<file path="config.mk">
export PLATFORM = sky130hd
export DESIGN_NAME = md5_like_block_hash
export DESIGN_NICKNAME = d
export VERILOG_FILES = /design/src/hdl/mlbh_pkg.sv /design/src/hdl/md5_like_block_hash.sv /design/src/hdl/mlbh_round.sv
export SDC_FILE = /design/constraint.sdc
export NUM_CORES = 2
export LEC_CHECK = 0
export BUFFER_PORTS_ARGS = -buffer_cell sky130_fd_sc_hd__buf_2
export CAP_MARGIN = 10
export CELL_PAD_IN_SITES_DETAIL_PLACEMENT = 1
export CELL_PAD_IN_SITES_GLOBAL_PLACEMENT = 2
export CORE_MARGIN = 2
export CORE_UTILIZATION = 35
export CTS_BUF_LIST = sky130_fd_sc_hd__clkbuf_8
export DETAILED_ROUTE_END_ITERATION = 10
export PLACE_DENSITY_LB_ADDON = 0.1
export SLEW_MARGIN = 40
export SYNTH_ARGS = -nofsm -noshare
export SYNTH_HDL_FRONTEND = slang
export SYNTH_SLANG_ARGS = --single-unit
export TNS_END_PERCENT = 30
</file>
<file path="constraint.sdc">
create_clock -name clock -period 22 [get_ports clock]
set_input_delay 3.3 -clock clock [delete_from_list [all_inputs] [get_ports clock]]
set_output_delay 3.3 -clock clock [all_outputs]
set_load 0.1 [all_outputs]
</file>
<file path="src/hdl/mlbh_pkg.sv">
// Package for the MD5-like block hash: IV, round constants, rotate table, FSM type.
// No dependencies.
`default_nettype none
package mlbh_pkg;
   localparam logic [31:0] IV_A = 32'h67452301;
   localparam logic [31:0] IV_B = 32'hefcdab89;
   localparam logic [31:0] IV_C = 32'h98badcfe;
   localparam logic [31:0] IV_D = 32'h10325476;
   localparam logic [7:0]  PAD_MARK = 8'h80;

   typedef enum logic [2:0] {
      ST_IDLE, ST_PAD, ST_RUN, ST_ZERO, ST_OUT
   } state_type;

   typedef struct packed {
      logic       start;   // begin a 64-round compression
      logic       clear;   // zero-fill write active
   } ctl_type;

   function automatic logic [31:0] kconst(input logic [5:0] r);
      logic [31:0] k;
      begin
         case (r)
            6'd0: k=32'hd76aa478; 6'd1: k=32'he8c7b756; 6'd2: k=32'h242070db; 6'd3: k=32'hc1bdceee;
            6'd4: k=32'hf57c0faf; 6'd5: k=32'h4787c62a; 6'd6: k=32'ha8304613; 6'd7: k=32'hfd469501;
            6'd8: k=32'h698098d8; 6'd9: k=32'h8b44f7af; 6'd10: k=32'hffff5bb1; 6'd11: k=32'h895cd7be;
            6'd12: k=32'h6b901122; 6'd13: k=32'hfd987193; 6'd14: k=32'ha679438e; 6'd15: k=32'h49b40821;
            6'd16: k=32'hf61e2562; 6'd17: k=32'hc040b340; 6'd18: k=32'h265e5a51; 6'd19: k=32'he9b6c7aa;
            6'd20: k=32'hd62f105d; 6'd21: k=32'h02441453; 6'd22: k=32'hd8a1e681; 6'd23: k=32'he7d3fbc8;
            6'd24: k=32'h21e1cde6; 6'd25: k=32'hc33707d6; 6'd26: k=32'hf4d50d87; 6'd27: k=32'h455a14ed;
            6'd28: k=32'ha9e3e905; 6'd29: k=32'hfcefa3f8; 6'd30: k=32'h676f02d9; 6'd31: k=32'h8d2a4c8a;
            6'd32: k=32'hfffa3942; 6'd33: k=32'h8771f681; 6'd34: k=32'h6d9d6122; 6'd35: k=32'hfde5380c;
            6'd36: k=32'ha4beea44; 6'd37: k=32'h4bdecfa9; 6'd38: k=32'hf6bb4b60; 6'd39: k=32'hbebfbc70;
            6'd40: k=32'h289b7ec6; 6'd41: k=32'heaa127fa; 6'd42: k=32'hd4ef3085; 6'd43: k=32'h04881d05;
            6'd44: k=32'hd9d4d039; 6'd45: k=32'he6db99e5; 6'd46: k=32'h1fa27cf8; 6'd47: k=32'hc4ac5665;
            6'd48: k=32'hf4292244; 6'd49: k=32'h432aff97; 6'd50: k=32'hab9423a7; 6'd51: k=32'hfc93a039;
            6'd52: k=32'h655b59c3; 6'd53: k=32'h8f0ccc92; 6'd54: k=32'hffeff47d; 6'd55: k=32'h85845dd1;
            6'd56: k=32'h6fa87e4f; 6'd57: k=32'hfe2ce6e0; 6'd58: k=32'ha3014314; 6'd59: k=32'h4e0811a1;
            6'd60: k=32'hf7537e82; 6'd61: k=32'hbd3af235; 6'd62: k=32'h2ad7d2bb; default: k=32'heb86d391;
         endcase
         return k;
      end
   endfunction

   function automatic logic [4:0] rot_amt(input logic [5:0] r);
      logic [4:0] s;
      begin
         case ({r[5:4], r[1:0]})
            4'h0: s=5'd7;  4'h1: s=5'd12; 4'h2: s=5'd17; 4'h3: s=5'd22;
            4'h4: s=5'd5;  4'h5: s=5'd9;  4'h6: s=5'd14; 4'h7: s=5'd20;
            4'h8: s=5'd4;  4'h9: s=5'd11; 4'ha: s=5'd16; 4'hb: s=5'd23;
            4'hc: s=5'd6;  4'hd: s=5'd10; 4'he: s=5'd15; default: s=5'd21;
         endcase
         return s;
      end
   endfunction

   // message word index used by round r
   function automatic logic [3:0] msg_index(input logic [5:0] r);
      logic [3:0] g;
      begin
         case (r[5:4])
            2'd0: g = r[3:0];
            2'd1: g = 4'(({2'b00, r[3:0]} * 6'd5) + 6'd1);
            2'd2: g = 4'(({2'b00, r[3:0]} * 6'd3) + 6'd5);
            default: g = 4'({2'b00, r[3:0]} * 6'd7);
         endcase
         return g;
      end
   endfunction
endpackage
`default_nettype wire

</file>
<file path="src/hdl/md5_like_block_hash.sv">
// Top level of the MD5-like block hash: byte packer, block memory, sequencer.
// Depends on mlbh_pkg and mlbh_round.
//
//  channel | dir | fields
//  req_    | in  | tdata[7:0]=data_byte, tdata[8]=restart, tuser=has_byte, tlast=last_byte
//  rsp_    | out | tdata = digest_a .. digest_d, lowest first
//
// A byte that neither fills a block nor is last leaves req_tready high. A
// full block holds off req_tready while it primes the block-memory read,
// runs 64 rounds at one per cycle through the single round unit and does
// the chaining add. A last item pads one word per cycle to the block end,
// runs the block, and a zero block again when the pad lands in byte 63.
// Synchronous reset clears control and loads the IV; no item is taken while a
// digest waits on rsp_.
`default_nettype none
module md5_like_block_hash (
   input  wire logic         clock,
   input  wire logic         reset,
   input  wire logic         req_tvalid,
   output logic              req_tready,
   input  wire logic [15:0]  req_tdata,  // data_byte[7:0], restart[8], zeros
   input  wire logic         req_tuser,  // has_byte
   input  wire logic         req_tlast,  // last_byte
   output logic              rsp_tvalid,
   input  wire logic         rsp_tready,
   output logic [127:0]      rsp_tdata   // digest_a, digest_b, digest_c, digest_d
);
   mlbh_pkg::state_type st_ff, st_in;
   logic [31:0] mem [16];        // block words, registered read
   logic [31:0] rd_ff;
   logic [31:0] wbuf_ff;         // word being assembled
   logic [5:0]  pos_ff, pos_in;  // byte position
   logic [5:0]  epos;            // byte position after restart
   logic [6:0]  cnt_ff, cnt_in;  // round counter, 65 = add
   logic        xtra_ff, xtra_in;
   logic        mark_ff, mark_in; // pad marker still owed to the next pad word
   logic        padp_ff, padp_in, lastp_ff, lastp_in;
   logic        acc;
   logic [7:0]  dbyte;
   logic        has, rst_it;
   logic        we;
   logic [3:0]  wa;
   logic [31:0] wd;
   logic [3:0]  ra;
   logic [31:0] wcur, wpad;
   logic [127:0] chain;
   mlbh_pkg::ctl_type ctl;
   logic        step, finish;

   assign dbyte  = req_tdata[7:0];
   assign has    = req_tuser;
   assign rst_it = req_tdata[8];
   assign acc    = req_tvalid && req_tready;
   assign req_tready = (st_ff == mlbh_pkg::ST_IDLE);
   assign epos   = rst_it ? 6'd0 : pos_ff;

   // word with the new byte merged; restart drops partial bytes
   always_comb begin
      wcur = (epos[1:0] == 2'd0) ? 32'd0 : wbuf_ff;
      case (epos[1:0])
         2'd0: wcur[7:0]   = dbyte;
         2'd1: wcur[15:8]  = dbyte;
         2'd2: wcur[23:16] = dbyte;
         default: wcur[31:24] = dbyte;
      endcase
   end

   // pad word at byte position ppos from the assembled buffer
   logic [5:0] ppos;
   logic [31:0] pbase;
   always_comb begin
      ppos  = epos + {5'd0, has};
      pbase = has ? wcur : ((epos[1:0] == 2'd0) ? 32'd0 : wbuf_ff);
      case (ppos[1:0])
         2'd0: wpad = {24'd0, mlbh_pkg::PAD_MARK};
         2'd1: wpad = {16'd0, mlbh_pkg::PAD_MARK, pbase[7:0]};
         2'd2: wpad = {8'd0, mlbh_pkg::PAD_MARK, pbase[15:0]};
         default: wpad = {mlbh_pkg::PAD_MARK, pbase[23:0]};
      endcase
   end

   // word for round cnt is registered in the cycle before that round uses it
   assign ra = mlbh_pkg::msg_index(cnt_ff[5:0]);

   always_comb begin
      st_in = st_ff; pos_in = pos_ff; cnt_in = cnt_ff; xtra_in = xtra_ff;
      mark_in = mark_ff;
      we = 1'b0; wa = pos_ff[5:2]; wd = wcur;
      ctl = '0; step = 1'b0; finish = 1'b0;
      case (st_ff)
         mlbh_pkg::ST_IDLE: begin
            cnt_in = 7'd0;
            if (acc) begin
               pos_in = epos;
               if (has) begin
                  we = 1'b1; wa = epos[5:2]; wd = wcur;
                  pos_in = epos + 6'd1;
               end
               if (req_tlast && !(has && pos_in == 6'd0)) begin
                  xtra_in = (ppos == 6'd63);
                  if (has && ppos[1:0] == 2'd0) begin
                     // byte closed its word: marker opens the next word
                     mark_in = 1'b1; pos_in = ppos; st_in = mlbh_pkg::ST_PAD;
                  end else begin
                     // pad marker lands in current word
                     we = 1'b1; wa = ppos[5:2]; wd = wpad;
                     pos_in = {ppos[5:2] + 4'd1, 2'b00};
                     st_in = (ppos[5:2] == 4'd15) ? mlbh_pkg::ST_RUN : mlbh_pkg::ST_PAD;
                     ctl.start = (ppos[5:2] == 4'd15);
                  end
               end else if (has && pos_in == 6'd0) begin
                  // block full; pad (if last) goes into a fresh block
                  xtra_in = 1'b0;
                  st_in = mlbh_pkg::ST_RUN; ctl.start = 1'b1;
               end
            end
         end
         mlbh_pkg::ST_PAD: begin
            we = 1'b1; wa = pos_ff[5:2]; ctl.clear = 1'b1;
            wd = mark_ff ? {24'd0, mlbh_pkg::PAD_MARK} : 32'd0;
            mark_in = 1'b0;
            pos_in = pos_ff + 6'd4;
            if (pos_ff[5:2] == 4'd15) begin
               st_in = mlbh_pkg::ST_RUN; ctl.start = 1'b1;
            end
         end
         mlbh_pkg::ST_RUN: begin
            // cnt 0: memory read primed; 1..64: rounds; 65: add
            cnt_in = cnt_ff + 7'd1;
            step = (cnt_ff != 7'd0) && (cnt_ff != 7'd65);
            if (cnt_ff == 7'd65) begin
               finish = 1'b1; cnt_in = 7'd0;
               if (xtra_ff) begin
                  xtra_in = 1'b0; pos_in = 6'd0; st_in = mlbh_pkg::ST_ZERO;
               end else if (lastp_ff) begin
                  st_in = mlbh_pkg::ST_OUT; pos_in = 6'd0;
               end else if (padp_ff) begin
                  // full block ended on a last item: pad fresh block
                  we = 1'b1; wa = 4'd0; wd = {24'd0, mlbh_pkg::PAD_MARK};
                  pos_in = 6'd4; st_in = mlbh_pkg::ST_PAD;
               end else begin
                  st_in = mlbh_pkg::ST_IDLE;
               end
            end
         end
         mlbh_pkg::ST_ZERO: begin
            we = 1'b1; wa = pos_ff[5:2]; wd = 32'd0; ctl.clear = 1'b1;
            pos_in = pos_ff + 6'd4;
            if (pos_ff[5:2] == 4'd15) begin
               st_in = mlbh_pkg::ST_RUN; ctl.start = 1'b1; pos_in = 6'd0;
            end
         end
         mlbh_pkg::ST_OUT: begin
            pos_in = 6'd0;
            if (rsp_tready) st_in = mlbh_pkg::ST_IDLE;
         end
         default: st_in = mlbh_pkg::ST_IDLE;
      endcase
      if (st_ff != mlbh_pkg::ST_RUN) cnt_in = 7'd0;
   end

   // flags: padp = block still needs padding, lastp = this run ends the message
   always_comb begin
      padp_in = padp_ff; lastp_in = lastp_ff;
      if (st_ff == mlbh_pkg::ST_IDLE && acc) begin
         padp_in  = req_tlast && has && (epos == 6'd63);
         lastp_in = req_tlast && !padp_in;
      end else if (st_ff == mlbh_pkg::ST_RUN && cnt_ff == 7'd65 && padp_ff) begin
         padp_in = 1'b0; lastp_in = 1'b1;
      end
   end

   always_ff @(posedge clock) begin
      if (reset) begin
         st_ff <= mlbh_pkg::ST_IDLE; pos_ff <= '0; cnt_ff <= '0;
         xtra_ff <= 1'b0; padp_ff <= 1'b0; lastp_ff <= 1'b0; mark_ff <= 1'b0;
      end else begin
         st_ff <= st_in; pos_ff <= pos_in; cnt_ff <= cnt_in;
         xtra_ff <= xtra_in; padp_ff <= padp_in; lastp_ff <= lastp_in;
         mark_ff <= mark_in;
      end
   end

   always_ff @(posedge clock) begin
      if (we) mem[wa] <= wd;
      rd_ff <= mem[ra];
      if (acc && has) wbuf_ff <= wcur;
   end

   mlbh_round u_round (
      .clock    (clock),
      .reset    (reset),
      .load_iv  (acc && rst_it),
      .ctl      (ctl),
      .step     (step),
      .rnd      (6'(cnt_ff - 7'd1)),
      .msg_word (rd_ff),
      .finish   (finish),
      .chain    (chain)
   );

   assign rsp_tvalid = (st_ff == mlbh_pkg::ST_OUT);
   assign rsp_tdata  = chain;

   a_ready_idle: assert property (@(posedge clock) disable iff (reset)
      req_tready |-> !rsp_tvalid) else $error("accepting while digest pending");
   a_cnt_range: assert property (@(posedge clock) disable iff (reset)
      cnt_ff <= 7'd65) else $error("round counter overrun");
   a_run_start: assert property (@(posedge clock) disable iff (reset)
      ctl.start |=> st_ff == mlbh_pkg::ST_RUN) else $error("start without run");
endmodule
`default_nettype wire

</file>
<file path="src/hdl/mlbh_round.sv">
// One MD5 round per cycle while step is high, on registered A..D, plus chaining words and final add.
// Depends on mlbh_pkg.
`default_nettype none
module mlbh_round (
   input  wire logic              clock,
   input  wire logic              reset,
   input  wire logic              load_iv,
   input  wire mlbh_pkg::ctl_type ctl,
   input  wire logic              step,
   input  wire logic [5:0]        rnd,
   input  wire logic [31:0]       msg_word,
   input  wire logic              finish,
   output logic [127:0]           chain
);
   logic [31:0] ch_ff [4];
   logic [31:0] a_ff, b_ff, c_ff, d_ff;
   logic [31:0] f, sum, rot;
   logic [63:0] dbl;

   always_comb begin
      case (rnd[5:4])
         2'd0: f = (b_ff & c_ff) | (~b_ff & d_ff);
         2'd1: f = (d_ff & b_ff) | (~d_ff & c_ff);
         2'd2: f = b_ff ^ c_ff ^ d_ff;
         default: f = c_ff ^ (b_ff | ~d_ff);
      endcase
      sum = f + a_ff + mlbh_pkg::kconst(rnd) + msg_word;
      dbl = {sum, sum} << mlbh_pkg::rot_amt(rnd);
      rot = dbl[63:32];
   end

   always_ff @(posedge clock) begin
      if (ctl.start) begin
         a_ff <= ch_ff[0]; b_ff <= ch_ff[1]; c_ff <= ch_ff[2]; d_ff <= ch_ff[3];
      end else if (step) begin
         a_ff <= d_ff; d_ff <= c_ff; c_ff <= b_ff; b_ff <= b_ff + rot;
      end
   end

   always_ff @(posedge clock) begin
      if (reset || load_iv) begin
         ch_ff[0] <= mlbh_pkg::IV_A; ch_ff[1] <= mlbh_pkg::IV_B;
         ch_ff[2] <= mlbh_pkg::IV_C; ch_ff[3] <= mlbh_pkg::IV_D;
      end else if (finish) begin
         ch_ff[0] <= ch_ff[0] + a_ff; ch_ff[1] <= ch_ff[1] + b_ff;
         ch_ff[2] <= ch_ff[2] + c_ff; ch_ff[3] <= ch_ff[3] + d_ff;
      end
   end

   assign chain = {ch_ff[3], ch_ff[2], ch_ff[1], ch_ff[0]};
endmodule
`default_nettype wire
</file>
==> flow_summary.json <==
{
  "instances_no_fill": 6768,
  "synth.avg_cell_area_sq_um": 11.35,
  "clk_pin_slew_ns": 0.06,
  "min_path_type": "flip-flop to flip-flop",
  "clk_latency_ns": 0.89,
  "floorplan.initialDensity": 0.3512,
  "die_w_um": 388.5,
  "drv_slew": 0,
  "ios": 152,
  "nFillCells": 15900,
  "fin_skew_ns": 0.06991,
  "dp.cells": 6473,
  "tritoncts": "built",
  "htreeDepth": 4,
  "synth_area_sq_mm": 0.05174,
  "cts-hold-fix-buffers": 0,
  "drt_iter0_drc": 2549,
  "worst_pin_slew_ns": 0.9161,
  "fin_setup_tns_ns": 0,
  "drc": 0,
  "synth_seq_area_share": 0.4844,
  "core_sq_mm": 0.1473,
  "final_util": 0.3938,
  "clock_sink_count": 852,
  "synth_compound_area_frac": 0.1446,
  "portBuffers": 144,
  "postSynthCellCount": 4559,
  "grt_use_total": 0.2389,
  "grt_setup_unrepaired": "false",
  "cp-start-kind": "flip-flop",
  "multi_input_area_sq_mm": 0.02524,
  "clockRootBuffer": "clkbuf_8",
  "yosysWarnings": 0,
  "final_common_cell": "edfxtp_1",
  "dp_hpwl_um": 129300,
  "cp.arrival_ns": 13.74,
  "grt.overflow.total": 0,
  "grt_pass1_vias": 38550,
  "avgViaCountPerCell": 5.564,
  "synth-xor-area-share": 0.04232,
  "cts_resized": 0,
  "synth_nets": 4880,
  "cpPeakStageDelay_ns": 0.78,
  "synthDistinctLibCells": 93,
  "final_cell_mix": "800 x edfxtp_1, 395 x nand2_1, 314 x a21oi_1, 282 x inv_1, 278 x o21ai_0",
  "crit_type": "flip-flop to flip-flop",
  "synth_simple_gate_area_frac": 0.1035,
  "synth_top_family_by_area": "compound AO/OA/AOI/OAI gates",
  "async_flop_share": 0,
  "numCtsBuffers": 156,
  "synth_fa_ha_area_frac": 0.08261,
  "area_growth_pct": 12.13,
  "wirelength_um": 182700,
  "slew_headroom": 0.3828,
  "min_path_cells": 2,
  "antenna_found_initial": 14,
  "cap_violations": 0,
  "worstRegToRegCells": 42,
  "layout.nets": 5024,
  "ant_nets": 0,
  "fmax_mhz": 75.98,
  "dr.pass1.iters": 5,
  "drive_above_1_share": 0.1641,
  "endpoint_kind": "flip-flop",
  "row_count": 141,
  "ff2ff_setup_slack_ns": 8.84,
  "regArea_sq_mm": 0.02507,
  "die_y_um": 388.5,
  "synth_edf_count": 800,
  "fin_crit_sh": 0.5982,
  "clockBufferDepth": 3,
  "crit_required_ns": 22.58,
  "ys_seq_elements": 852,
  "status": "finished clean",
  "slowest_stage": "a2111oi_1",
  "synth_mux_area_frac": 0.1068,
  "cts_setup_buffers": 0,
  "routed-via-count": 37650,
  "dieArea_sq_mm": 0.1509,
  "path_max_fanout": 57,
  "gp_congestion": 0.8568,
  "min_period_ns": 13.16,
  "grt_pass1_wl_um": 266200,
  "grt_max_degree": 84,
  "setup_viol": 0,
  "hold_violations": 0,
  "ys.flop_type": "edfxtp_1",
  "routedWlPerCell_um": 26.99
}
==> cell type report <==
class,count,share of cell area
Antenna cell,6,0.0002588
Sequential cell,852,0.4321
Multi-Input combinational cell,3232,0.4350
Clock inverter,119,0.01113
Clock buffer,168,0.03986
Inverter,226,0.01462
Tap cell,1930,0.04162
Timing Repair Buffer,235,0.02543
==> synthesized netlist by cell type, drive strengths merged, types with 11 or more instances <==
| library cell | count | share of area |
|---|---|---|
| dfxtp | 52 | 0.020 |
| nand2b | 102 | 0.012 |
| o21bai | 29 | 0.0042 |
| buf | 85 | 0.0074 |
| xnor2 | 131 | 0.023 |
| a22oi | 14 | 0.0021 |
| a21boi | 16 | 0.0023 |
| nor3b | 11 | 0.0016 |
| a31oi | 41 | 0.0050 |
| and2 | 17 | 0.0021 |
| nor2 | 294 | 0.021 |
| a21o | 80 | 0.012 |
| nand2 | 397 | 0.029 |
| o21ai | 289 | 0.028 |
| o22ai | 16 | 0.0019 |
| and3 | 29 | 0.0035 |
| ha | 228 | 0.055 |
| or3 | 23 | 0.0028 |
| or2 | 12 | 0.0015 |
| nor3 | 74 | 0.0072 |
| o211ai | 43 | 0.0064 |
| o21a | 30 | 0.0044 |
| a21oi | 322 | 0.031 |
| a311oi | 45 | 0.0076 |
| clkbuf | 164 | 0.012 |
| mux4 | 138 | 0.060 |
| mux2 | 123 | 0.027 |
| inv | 224 | 0.016 |
| edfxtp | 800 | 0.46 |
| xor2 | 116 | 0.020 |
| fa | 71 | 0.027 |
| nand3 | 92 | 0.0089 |
| nand4 | 18 | 0.0022 |
| a211oi | 108 | 0.016 |
| nor2b | 67 | 0.0082 |
| mux2i | 103 | 0.020 |
==> logic make-up (layout without fill, tap and decap cells) <==
group                      count (synthesis)  in the layout
other                                      0              6
adders and majority gates                299            299
AOI/OAI and AO/OA                       1167           1167
DFF                                      852            852
xor gates and xnor gates                 247            247
and+or+nand+nor                         1155           1155
buffers and inverters                    475            748
muxes                                    364            364
==> final timing paths <==
| path | to | from |
|---|---|---|
| worst max-delay path | u_round.b_ff[30] | cnt_ff[0] |
| worst max register to register | u_round.b_ff[30] | cnt_ff[0] |
| worst min-delay path | mark_ff | mark_ff |
| worst min register to register | mark_ff | mark_ff |
==> critical path: cells and delay by family (launching register included) <==
family                     cells  cell delay (ns)
AOI/OAI and AO/OA             20             5.69
xor gates and xnor gates       2             0.46
adders and majority gates      7             3.40
buffers and inverters          6             1.15
DFF                            1             0.53
muxes                          3             0.53
and+or+nand+nor                4             1.05
==> through the flow <==
| stage | instance area (sq um) | worst slack [ns] | hold WS, ns |
|---|---|---|---|
| 6_report | 58010 | 8.839 | 0.5149 |
| 5_1_grt | 58010 | 7.838 | 0.5338 |
| 4_1_cts | 57930 | 8.455 | 0.5173 |
| 3_5_place_dp | 54970 | 8.468 | 0.5084 |
| 3_3_place_gp | 54830 | 8.307 | 0.4933 |
| 2_1_floorplan | 51740 | 11.22 | 0.4685 |
==> flip-flops by register name (all words and copies together), names as in the netlist, 3 cells and up <==
name and flops:
wbuf_ff 32, u_round.d_ff 32, rd_ff 32, u_round.a_ff 32, cnt_ff 7, st_ff 3, pos_ff 6, u_round.c_ff 32
u_round.b_ff 32, u_round.ch_ff 128, mem 512
==> layer usage <==
| metal | GRT usage | up-vias | wire length, um |
|---|---|---|---|
| li1 | - | 17380 | - |
| met1 | 0.3238 | 19270 | 82540 |
| met2 | 0.4020 | 789 | 88070 |
| met3 | 0.02874 | 222 | 7489 |
| met4 | 0.06749 | 0 | 4604 |
| met5 | 0 | - | 0 |
Power is not shown: default switching activity piles up to over one toggle a cycle in this logic, so the estimate is an artifact.
